[src/sv/ddpm_pkg.sv]
// ----------------------------------------------------------------------------
// ddpm_pkg
// Shared widths, register codes and pipeline types of the drive pulse mixer.
// ----------------------------------------------------------------------------
package ddpm_pkg;

    // speed format: Q2.FRAC_BITS, (1 << FRAC_BITS) is 1.0
    localparam int FRAC_BITS = 14;
    localparam int SPEED_W   = 16;
    localparam int SUM_W     = SPEED_W + 1;            // mixed speed, signed
    localparam int MAG_W     = SUM_W;                  // magnitude of a mixed speed
    localparam int REM_W     = MAG_W + 1;              // divider partial remainder
    localparam int QUO_W     = FRAC_BITS + 1;          // scaled magnitude, up to 1.0
    localparam int CLP_W     = FRAC_BITS + 2;          // clamped speed, signed
    localparam int WIDE_W    = SUM_W + FRAC_BITS + 2;  // compare width

    localparam int NEUT_W    = 12;
    localparam int SPAN_W    = 10;
    localparam int DB_W      = 15;
    localparam int PULSE_W   = 12;
    localparam int CFG_W     = 15;
    localparam int CFG_IDX_W = 2;

    localparam int PROD_W    = CLP_W + SPAN_W + 1;
    localparam int OFF_W     = PROD_W - FRAC_BITS;
    localparam int PSUM_W    = ((OFF_W > NEUT_W + 1) ? OFF_W : NEUT_W + 1) + 1;

    localparam logic signed [WIDE_W-1:0] ONE_WIDE = WIDE_W'(1) <<< FRAC_BITS;
    localparam logic signed [CLP_W-1:0]  ONE_CLP  = CLP_W'(1) <<< FRAC_BITS;
    localparam logic signed [PROD_W-1:0] TRUNC_BIAS = (PROD_W'(1) <<< FRAC_BITS) - PROD_W'(1);
    localparam logic signed [PSUM_W-1:0] PULSE_MAX  = PSUM_W'((1 << PULSE_W) - 1);

    localparam logic [NEUT_W-1:0] NEUTRAL_RST  = NEUT_W'(1500);
    localparam logic [SPAN_W-1:0] SPAN_RST     = SPAN_W'(500);
    localparam logic [DB_W-1:0]   DEADBAND_RST = DB_W'(819);

    typedef enum logic [CFG_IDX_W-1:0] {
        REG_NEUTRAL  = 2'd0,
        REG_SPAN     = 2'd1,
        REG_DEADBAND = 2'd2
    } cfg_reg_t;

    // data that rides along the divider stages
    typedef struct packed {
        logic                    mix;
        logic                    scale;
        logic                    neg_l;
        logic                    neg_r;
        logic signed [SUM_W-1:0] raw_l;
        logic signed [SUM_W-1:0] raw_r;
    } div_side_t;

    typedef struct packed {
        logic [MAG_W-1:0] mag_l;
        logic [MAG_W-1:0] mag_r;
        logic [MAG_W-1:0] den;
        div_side_t        side;
    } div_in_t;

    typedef struct packed {
        logic [QUO_W-1:0] quo_l;
        logic [QUO_W-1:0] quo_r;
        div_side_t        side;
    } div_out_t;

endpackage

[src/sv/differential_drive_pulse_mixer_core.sv]
// ----------------------------------------------------------------------------
// differential_drive_pulse_mixer_core
// Mixes linear/angular or direct left/right speeds and turns them into
// servo pulse widths in microseconds.
// ----------------------------------------------------------------------------
// pipeline from input accept to m_tvalid: 2 mix stages,
//   FRAC_BITS + 1 divider stages, 4 clamp/multiply/pulse stages
// throughput: one item per cycle while m_tready does not stall the output; the divider takes one quotient bit per stage
// a stall on m_tready holds the whole pipeline
// reset clears all valid bits and loads the register defaults 1500/500/819
module differential_drive_pulse_mixer_core (
    input  logic                             aclk,
    input  logic                             aresetn,
    input  logic                             cfg_wr_en,
    input  logic [ddpm_pkg::CFG_IDX_W-1:0]   cfg_index,
    input  logic [ddpm_pkg::CFG_W-1:0]       cfg_wdata,
    input  logic                             s_tvalid,
    output logic                             s_tready,
    input  logic [2*ddpm_pkg::SPEED_W-1:0]   s_tdata,   // first_speed, second_speed
    input  logic                             s_tuser,   // req_type
    output logic                             m_tvalid,
    input  logic                             m_tready,
    output logic [2*ddpm_pkg::PULSE_W-1:0]   m_tdata    // left_pulse_us, right_pulse_us
);
    import ddpm_pkg::*;

    logic [NEUT_W-1:0] neutral_reg;
    logic [SPAN_W-1:0] span_reg;
    logic [DB_W-1:0]   deadband_reg;

    logic                     adv;
    logic                     s1_vld_reg;
    logic                     s1_mix_reg;
    logic signed [SUM_W-1:0]  s1_l_reg;
    logic signed [SUM_W-1:0]  s1_r_reg;
    logic signed [SUM_W-1:0]  s1_l_next;
    logic signed [SUM_W-1:0]  s1_r_next;
    logic signed [SUM_W-1:0]  spd_a;
    logic signed [SUM_W-1:0]  spd_b;
    logic                     s2_vld_reg;
    div_in_t                  s2_reg;
    div_in_t                  s2_next;
    logic [MAG_W-1:0]         mx;
    logic                     div_vld;
    div_out_t                 div_out;
    logic                     s3_vld_reg;
    logic signed [CLP_W-1:0]  s3_spd_l_reg;
    logic signed [CLP_W-1:0]  s3_spd_r_reg;
    logic                     s4_vld_reg;
    logic signed [PROD_W-1:0] s4_prod_l_reg;
    logic signed [PROD_W-1:0] s4_prod_r_reg;
    logic                     s5_vld_reg;
    logic signed [OFF_W-1:0]  s5_off_l_reg;
    logic signed [OFF_W-1:0]  s5_off_r_reg;
    logic                     out_vld_reg;
    logic [PULSE_W-1:0]       left_reg;
    logic [PULSE_W-1:0]       right_reg;
    logic signed [WIDE_W-1:0] chk_raw_l;
    logic signed [WIDE_W-1:0] chk_raw_r;

    // select scaled or clamped raw speed, then zero it inside the deadband
    function automatic logic signed [CLP_W-1:0] pick_speed(
        input logic                    scale,
        input logic                    neg,
        input logic [QUO_W-1:0]        quo,
        input logic signed [SUM_W-1:0] raw,
        input logic [DB_W-1:0]         db
    );
        logic signed [CLP_W-1:0]  qs;
        logic signed [WIDE_W-1:0] rw;
        logic signed [CLP_W-1:0]  spd;
        logic [CLP_W-1:0]         mg;
        qs = signed'({1'b0, quo});
        rw = WIDE_W'(raw);
        if (scale) begin
            spd = neg ? -qs : qs;
        end else if (rw > ONE_WIDE) begin
            spd = ONE_CLP;
        end else if (rw < -ONE_WIDE) begin
            spd = -ONE_CLP;
        end else begin
            spd = CLP_W'(rw);
        end
        mg = spd[CLP_W-1] ? CLP_W'(-spd) : CLP_W'(spd);
        if (WIDE_W'(mg) < WIDE_W'(db)) begin
            spd = '0;
        end
        return spd;
    endfunction

    // truncate toward zero on the divide by 1.0
    function automatic logic signed [OFF_W-1:0] to_offset(
        input logic signed [PROD_W-1:0] prod
    );
        logic signed [PROD_W-1:0] biased;
        biased = prod + (prod[PROD_W-1] ? TRUNC_BIAS : PROD_W'(0));
        return OFF_W'(biased >>> FRAC_BITS);
    endfunction

    function automatic logic [PULSE_W-1:0] to_pulse(
        input logic [NEUT_W-1:0]       neutral,
        input logic signed [OFF_W-1:0] off
    );
        logic signed [PSUM_W-1:0] sum;
        logic [PULSE_W-1:0]       p;
        sum = PSUM_W'(signed'({1'b0, neutral})) + PSUM_W'(off);
        if (sum < 0) begin
            p = '0;
        end else if (sum > PULSE_MAX) begin
            p = '1;
        end else begin
            p = PULSE_W'(sum);
        end
        return p;
    endfunction

    // configuration registers
    always_ff @(posedge aclk) begin
        if (!aresetn) begin
            neutral_reg  <= NEUTRAL_RST;
            span_reg     <= SPAN_RST;
            deadband_reg <= DEADBAND_RST;
        end else if (cfg_wr_en) begin
            case (cfg_reg_t'(cfg_index))
                REG_NEUTRAL:  neutral_reg  <= cfg_wdata[NEUT_W-1:0];
                REG_SPAN:     span_reg     <= cfg_wdata[SPAN_W-1:0];
                REG_DEADBAND: deadband_reg <= cfg_wdata[DB_W-1:0];
                default: ;
            endcase
        end
    end

    // the output register frees whenever it is empty or being taken
    assign adv      = !out_vld_reg || m_tready;
    assign s_tready = adv;

    // stage 1: mix
    always_comb begin
        spd_a = SUM_W'(signed'(s_tdata[SPEED_W-1:0]));
        spd_b = SUM_W'(signed'(s_tdata[2*SPEED_W-1:SPEED_W]));
        s1_l_next = s_tuser ? spd_a - spd_b : spd_a;
        s1_r_next = s_tuser ? spd_a + spd_b : spd_b;
    end

    // stage 2: magnitudes, larger one, scale decision
    always_comb begin
        s2_next.side.mix   = s1_mix_reg;
        s2_next.side.neg_l = s1_l_reg[SUM_W-1];
        s2_next.side.neg_r = s1_r_reg[SUM_W-1];
        s2_next.side.raw_l = s1_l_reg;
        s2_next.side.raw_r = s1_r_reg;
        s2_next.mag_l = s1_l_reg[SUM_W-1] ? MAG_W'(-s1_l_reg) : MAG_W'(s1_l_reg);
        s2_next.mag_r = s1_r_reg[SUM_W-1] ? MAG_W'(-s1_r_reg) : MAG_W'(s1_r_reg);
        mx = (s2_next.mag_l > s2_next.mag_r) ? s2_next.mag_l : s2_next.mag_r;
        s2_next.den = mx;
        s2_next.side.scale = s1_mix_reg && (signed'(WIDE_W'(mx)) > ONE_WIDE);
    end

    ddpm_div u_div (
        .aclk     (aclk),
        .aresetn  (aresetn),
        .en       (adv),
        .in_vld   (s2_vld_reg),
        .in_data  (s2_reg),
        .out_vld  (div_vld),
        .out_data (div_out)
    );

    always_ff @(posedge aclk) begin
        if (!aresetn) begin
            s1_vld_reg  <= 1'b0;
            s2_vld_reg  <= 1'b0;
            s3_vld_reg  <= 1'b0;
            s4_vld_reg  <= 1'b0;
            s5_vld_reg  <= 1'b0;
            out_vld_reg <= 1'b0;
        end else if (adv) begin
            s1_vld_reg  <= s_tvalid;
            s2_vld_reg  <= s1_vld_reg;
            s3_vld_reg  <= div_vld;
            s4_vld_reg  <= s3_vld_reg;
            s5_vld_reg  <= s4_vld_reg;
            out_vld_reg <= s5_vld_reg;
        end
    end

    always_ff @(posedge aclk) begin
        if (adv) begin
            s1_mix_reg    <= s_tuser;
            s1_l_reg      <= s1_l_next;
            s1_r_reg      <= s1_r_next;
            s2_reg        <= s2_next;
            s3_spd_l_reg  <= pick_speed(div_out.side.scale, div_out.side.neg_l,
                                        div_out.quo_l, div_out.side.raw_l, deadband_reg);
            s3_spd_r_reg  <= pick_speed(div_out.side.scale, div_out.side.neg_r,
                                        div_out.quo_r, div_out.side.raw_r, deadband_reg);
            s4_prod_l_reg <= PROD_W'(s3_spd_l_reg) * PROD_W'(signed'({1'b0, span_reg}));
            s4_prod_r_reg <= PROD_W'(s3_spd_r_reg) * PROD_W'(signed'({1'b0, span_reg}));
            s5_off_l_reg  <= to_offset(s4_prod_l_reg);
            s5_off_r_reg  <= to_offset(s4_prod_r_reg);
            left_reg      <= to_pulse(neutral_reg, s5_off_l_reg);
            right_reg     <= to_pulse(neutral_reg, s5_off_r_reg);
        end
    end

    assign m_tvalid = out_vld_reg;
    assign m_tdata  = {right_reg, left_reg};

    assign chk_raw_l = WIDE_W'(div_out.side.raw_l);
    assign chk_raw_r = WIDE_W'(div_out.side.raw_r);

    a_reset_empties: assert property (@(posedge aclk) !aresetn |=> !m_tvalid)
        else $error("output valid right after reset");

    a_speed_in_range: assert property (@(posedge aclk) disable iff (!aresetn)
        s3_vld_reg |-> (s3_spd_l_reg <= ONE_CLP) && (s3_spd_l_reg >= -ONE_CLP)
                    && (s3_spd_r_reg <= ONE_CLP) && (s3_spd_r_reg >= -ONE_CLP))
        else $error("speed after scaling and clamping exceeds full scale");

    a_unscaled_mix_fits: assert property (@(posedge aclk) disable iff (!aresetn)
        div_vld && div_out.side.mix && !div_out.side.scale
            |-> (chk_raw_l <= ONE_WIDE) && (chk_raw_l >= -ONE_WIDE)
             && (chk_raw_r <= ONE_WIDE) && (chk_raw_r >= -ONE_WIDE))
        else $error("mixed item skipped scaling although a speed exceeds full scale");

endmodule

[src/sv/ddpm_div.sv]
// ----------------------------------------------------------------------------
// ddpm_div
// Pipelined restoring divider, two lanes over one divisor: computes
// floor((mag << FRAC_BITS) / den), one quotient bit per stage.
// ----------------------------------------------------------------------------
module ddpm_div (
    input  logic               aclk,
    input  logic               aresetn,
    input  logic               en,
    input  logic               in_vld,
    input  ddpm_pkg::div_in_t  in_data,
    output logic               out_vld,
    output ddpm_pkg::div_out_t out_data
);
    import ddpm_pkg::*;

    logic [QUO_W-1:0] vld_reg;
    logic [REM_W-1:0] rem_l_reg [QUO_W];
    logic [REM_W-1:0] rem_r_reg [QUO_W];
    logic [QUO_W-1:0] quo_l_reg [QUO_W];
    logic [QUO_W-1:0] quo_r_reg [QUO_W];
    logic [MAG_W-1:0] den_reg   [QUO_W];
    div_side_t        side_reg  [QUO_W];

    genvar k;
    for (k = 0; k < QUO_W; k++) begin : g_stage
        logic [REM_W-1:0] src_l;
        logic [REM_W-1:0] src_r;
        logic [REM_W-1:0] dif_l;
        logic [REM_W-1:0] dif_r;
        logic             bit_l;
        logic             bit_r;
        logic [QUO_W-1:0] qprev_l;
        logic [QUO_W-1:0] qprev_r;
        logic [MAG_W-1:0] den_in;
        div_side_t        side_in;
        logic             vld_in;
        logic [REM_W-1:0] rem_l_next;
        logic [REM_W-1:0] rem_r_next;
        logic [QUO_W-1:0] quo_l_next;
        logic [QUO_W-1:0] quo_r_next;

        if (k == 0) begin : g_first
            // the top bits of mag << FRAC_BITS stand below den, so the first
            // partial remainder is mag itself
            assign src_l   = REM_W'(in_data.mag_l);
            assign src_r   = REM_W'(in_data.mag_r);
            assign qprev_l = '0;
            assign qprev_r = '0;
            assign den_in  = in_data.den;
            assign side_in = in_data.side;
            assign vld_in  = in_vld;
        end else begin : g_next
            assign src_l   = {rem_l_reg[k-1][REM_W-2:0], 1'b0};
            assign src_r   = {rem_r_reg[k-1][REM_W-2:0], 1'b0};
            assign qprev_l = quo_l_reg[k-1];
            assign qprev_r = quo_r_reg[k-1];
            assign den_in  = den_reg[k-1];
            assign side_in = side_reg[k-1];
            assign vld_in  = vld_reg[k-1];
        end

        always_comb begin
            dif_l      = src_l - REM_W'(den_in);
            dif_r      = src_r - REM_W'(den_in);
            bit_l      = (src_l >= REM_W'(den_in));
            bit_r      = (src_r >= REM_W'(den_in));
            rem_l_next = bit_l ? dif_l : src_l;
            rem_r_next = bit_r ? dif_r : src_r;
            quo_l_next = {qprev_l[QUO_W-2:0], bit_l};
            quo_r_next = {qprev_r[QUO_W-2:0], bit_r};
        end

        always_ff @(posedge aclk) begin
            if (!aresetn) begin
                vld_reg[k] <= 1'b0;
            end else if (en) begin
                vld_reg[k] <= vld_in;
            end
        end

        always_ff @(posedge aclk) begin
            if (en) begin
                rem_l_reg[k] <= rem_l_next;
                rem_r_reg[k] <= rem_r_next;
                quo_l_reg[k] <= quo_l_next;
                quo_r_reg[k] <= quo_r_next;
                den_reg[k]   <= den_in;
                side_reg[k]  <= side_in;
            end
        end
    end

    assign out_vld        = vld_reg[QUO_W-1];
    assign out_data.quo_l = quo_l_reg[QUO_W-1];
    assign out_data.quo_r = quo_r_reg[QUO_W-1];
    assign out_data.side  = side_reg[QUO_W-1];

endmodule
[config.mk]
export PLATFORM = sky130hd
export DESIGN_NAME = differential_drive_pulse_mixer_core
export DESIGN_NICKNAME = d
export VERILOG_FILES = /design/src/sv/ddpm_pkg.sv /design/src/sv/differential_drive_pulse_mixer_core.sv /design/src/sv/ddpm_div.sv
export SDC_FILE = /design/constraint.sdc
export NUM_CORES = 2
export LEC_CHECK = 0
export ABC_AREA = 0
export CORE_MARGIN = 2
export CORE_UTILIZATION = 60
export CTS_BUF_LIST = sky130_fd_sc_hd__clkbuf_8 sky130_fd_sc_hd__clkbuf_16
export CTS_CLUSTER_SIZE = 16
export DETAILED_ROUTE_END_ITERATION = 10
export DONT_BUFFER_PORTS = 1
export GPL_ROUTABILITY_DRIVEN = 1
export PLACE_DENSITY = 0.86
export SYNTH_ARGS = -nofsm -noshare
export SYNTH_HDL_FRONTEND = slang
export SYNTH_SLANG_ARGS = --single-unit
[constraint.sdc]
create_clock -name aclk -period 138.7 [get_ports aclk]
set_clock_uncertainty 0.2 [all_clocks]
set_input_delay 13.87 -clock aclk [delete_from_list [all_inputs] [get_ports aclk]]
set_output_delay 13.87 -clock aclk [all_outputs]
set_load 0.03 [all_outputs]
==> results.toml <==
[clock_network]
cts_sinks = 1792
clk_latency_ns = 0.84
clock-root-buffer = "clkbuf_16"
cts_tree = "done"
clk_path_buf_depth = 3
ctsResizeCount = 0
clk_pin_slew_ns = 0.06
cts_buffers = 179
cts_setup_buffers = 0
cts_hold_buf = 0
htree_levels = 4

[drt]
wl_um = 228000
avgViaCountPerCell = 6.06
ant_nets = 0
vias = 66300
wl_per_cell_um = 20.8
drcViolationCount = 0
initialDrtViolationCount = 6616
drt_first_pass_iters = 9

[sta]
max_slew.worst_pin.slew_ns = 1.32
fin_tns_setup_ns = 0
drv_slew = 0
maxSlewHeadroom_pct = 11.7
fmax_mhz = 34.4
holdWs_ns = 0.190
setup_viol = 0
timing.final.crit_period_ns = 29.08
fin_crit_sh_pct = 21.0
rsz0062_at_grt = "false"
finalHoldViolCount = 0

[critical_path]
required_ns = 124.63
cp_slowest_cell = "nor2b_2"
critPathKind = "input pin to output pin"
end_kind = "output pin"
worstPathMaxFanout = 40
path_cells = "nor2b_2 -> inv_8"
crit_path_start_kind = "input pin"
path_buf_inv = 1
crit_path_max_incr_delay_ns = 0.72
rrSetupSlack_ns = 131.95
cp.arrival_ns = 15.01
cpLargestDelayFamily = "simple AND/OR/NAND/NOR gates"

[synthesis]
synth_edf_count = 1734
avgSynthCellArea_um2 = 12.0
ys_types = 95
synth_top_flop_cell = "edfxtp_1"
synth-seq-cells = 1792
synth_nets = 9665
ys_warn_count = 0
syn_inst = 8525
async_flop_share_pct = 0
ys_seq_area_share_pct = 52.1
netlist_area_um2 = 102000

[place]
placed_area_um2 = 105000
io_buffers = 0
hpwl_um = 166000
place_congestion = 0.969

[die]
die_w_um = 417
io_pins = 81
num_rows = 151
core_um2 = 169000
dieArea_um2 = 174000
initial_utilization_pct = 60.4
die_y_um = 417

[final_layout]
area.growth.synth_to_final_pct = 8.43
largest_register_ffs = 525
final_util_pct = 65.5
fillCellCount = 12000
multi_input_area_um2 = 45000
final_layout_size_suffix_gt1_share_pct = 8.14
register_area_um2 = 53200
final_area_um2 = 111000
fin_nets = 9709

[run_status]
status = "completed"

[global_routing]
antenna_found_initial = 3
grt_pass1_wl_um = 356000
gr-total-overflow = 0
track_usage_pct = 26.0
grt_pass1_vias = 65700
grt_max_degree = 189

[hold_path]
hp-class = "flop to flop"

[job]
maxCapViolations = 0
[metal layers]
metal  global-route usage (%)  vias to the layer above  share of wire, %  wire length (µm)
met5                        0                        -             0.025                56
met4                     11.1                        4               4.4             10000
met3                     3.93                      677               6.7             15300
met2                     44.4                     2735                49            112000
met1                     33.2                    32000                40             90500
li1                         -                    30800                 -                 -
[final timing paths]
check	from	end	cells past startpoint
setup / recovery	m_tready	s_tready	2
hold / removal	u_div.quo_r_reg[13][6]	u_div.quo_r_reg[14][7]	0
setup reg to reg	span_reg[3]	s4_prod_r_reg[26]	19
hold reg to reg	u_div.quo_r_reg[13][6]	u_div.quo_r_reg[14][7]	0
[stage by stage]
| step | worst slack, ns | cells |
|---|---|---|
| 4_1_cts | 109.61 | 10900 |
| 5_1_grt | 109.47 | 10900 |
| 6_report | 109.62 | 10900 |
| 3_5_place_dp | 109.61 | 10600 |
| 2_1_floorplan | 63.49 | 8525 |
| 3_3_place_gp | 109.63 | 10600 |
[logic make-up (layout without fill, tap and decap cells)]
family	count (synthesis)	count (layout)	share of synthesized area, %
AO/OA/AOI/OAI	1703	1703	10.9
flip-flops	1792	1792	52.1
other	0	1	0
adder cells (fa/ha/maj)	1085	1085	15.6
XOR/XNOR	527	527	4.51
multiplexers	312	312	3.40
buffers and inverters	1077	1274	4.00
AND/OR/NAND/NOR	2029	2029	9.48
[final cells by class]
type	count	share of cell area, %
Inverter	898	3.05
Sequential cell	1792	48.0
Timing Repair Buffer	42	0.330
Clock buffer	187	4.20
Multi-Input combinational cell	5656	40.6
Antenna cell	1	0.00226
Tap cell	2218	2.50
Clock inverter	147	1.29
[cells in the mapped netlist, types with 14 or more instances]
library cell / number / area [µm²]
a2111oi_0: 14 / 123
a211o_1: 16 / 140
a211oi_1: 52 / 390
a21boi_0: 96 / 721
a21o_1: 121 / 908
a21oi_1: 417 / 2090
a31o_2: 32 / 280
a31oi_1: 55 / 344
and2_1: 166 / 1040
and3_1: 24 / 150
buf_1: 19 / 71.3
buf_2: 15 / 75.1
clkbuf_1: 141 / 529
dfxtp_1: 58 / 1160
edfxtp_1: 1734 / 52100
fa_1: 322 / 6450
ha_1: 763 / 9550
inv_1: 895 / 3360
mux2_2: 279 / 3140
mux2i_1: 33 / 330
nand2_1: 607 / 2280
nand2b_1: 77 / 482
nand3_1: 104 / 521
nand4_1: 90 / 563
nor2_1: 520 / 1950
nor2b_1: 105 / 657
nor3_1: 130 / 651
nor4_1: 27 / 169
o211ai_1: 76 / 571
o21a_1: 127 / 953
o21ai_0: 395 / 1980
o21bai_1: 40 / 300
o31a_1: 19 / 166
o31ai_1: 50 / 375
o41ai_1: 27 / 236
or2_2: 34 / 213
or3_1: 86 / 538
xnor2_1: 362 / 3170
xor2_1: 165 / 1450
[layout by cell type, fill, tap and decap left out, types with 55 or more instances in the layout]
master	instances
nand2b_1	77
and2_1	166
or3_1	86
nor3_1	130
nand4_1	90
xor2_1	165
dfxtp_1	58
o211ai_1	76
o21a_1	127
a21o_1	121
a31oi_1	55
nand2_1	607
o21ai_0	394
fa_1	322
a21boi_0	96
nor2b_1	104
xnor2_1	362
a21oi_1	410
inv_1	925
ha_1	763
edfxtp_1	1734
nand3_1	104
nor2_1	520
clkbuf_16	185
mux2_2	279
Power is not shown: default switching activity piles up to over one toggle a cycle in this logic, so the estimate is an artifact.
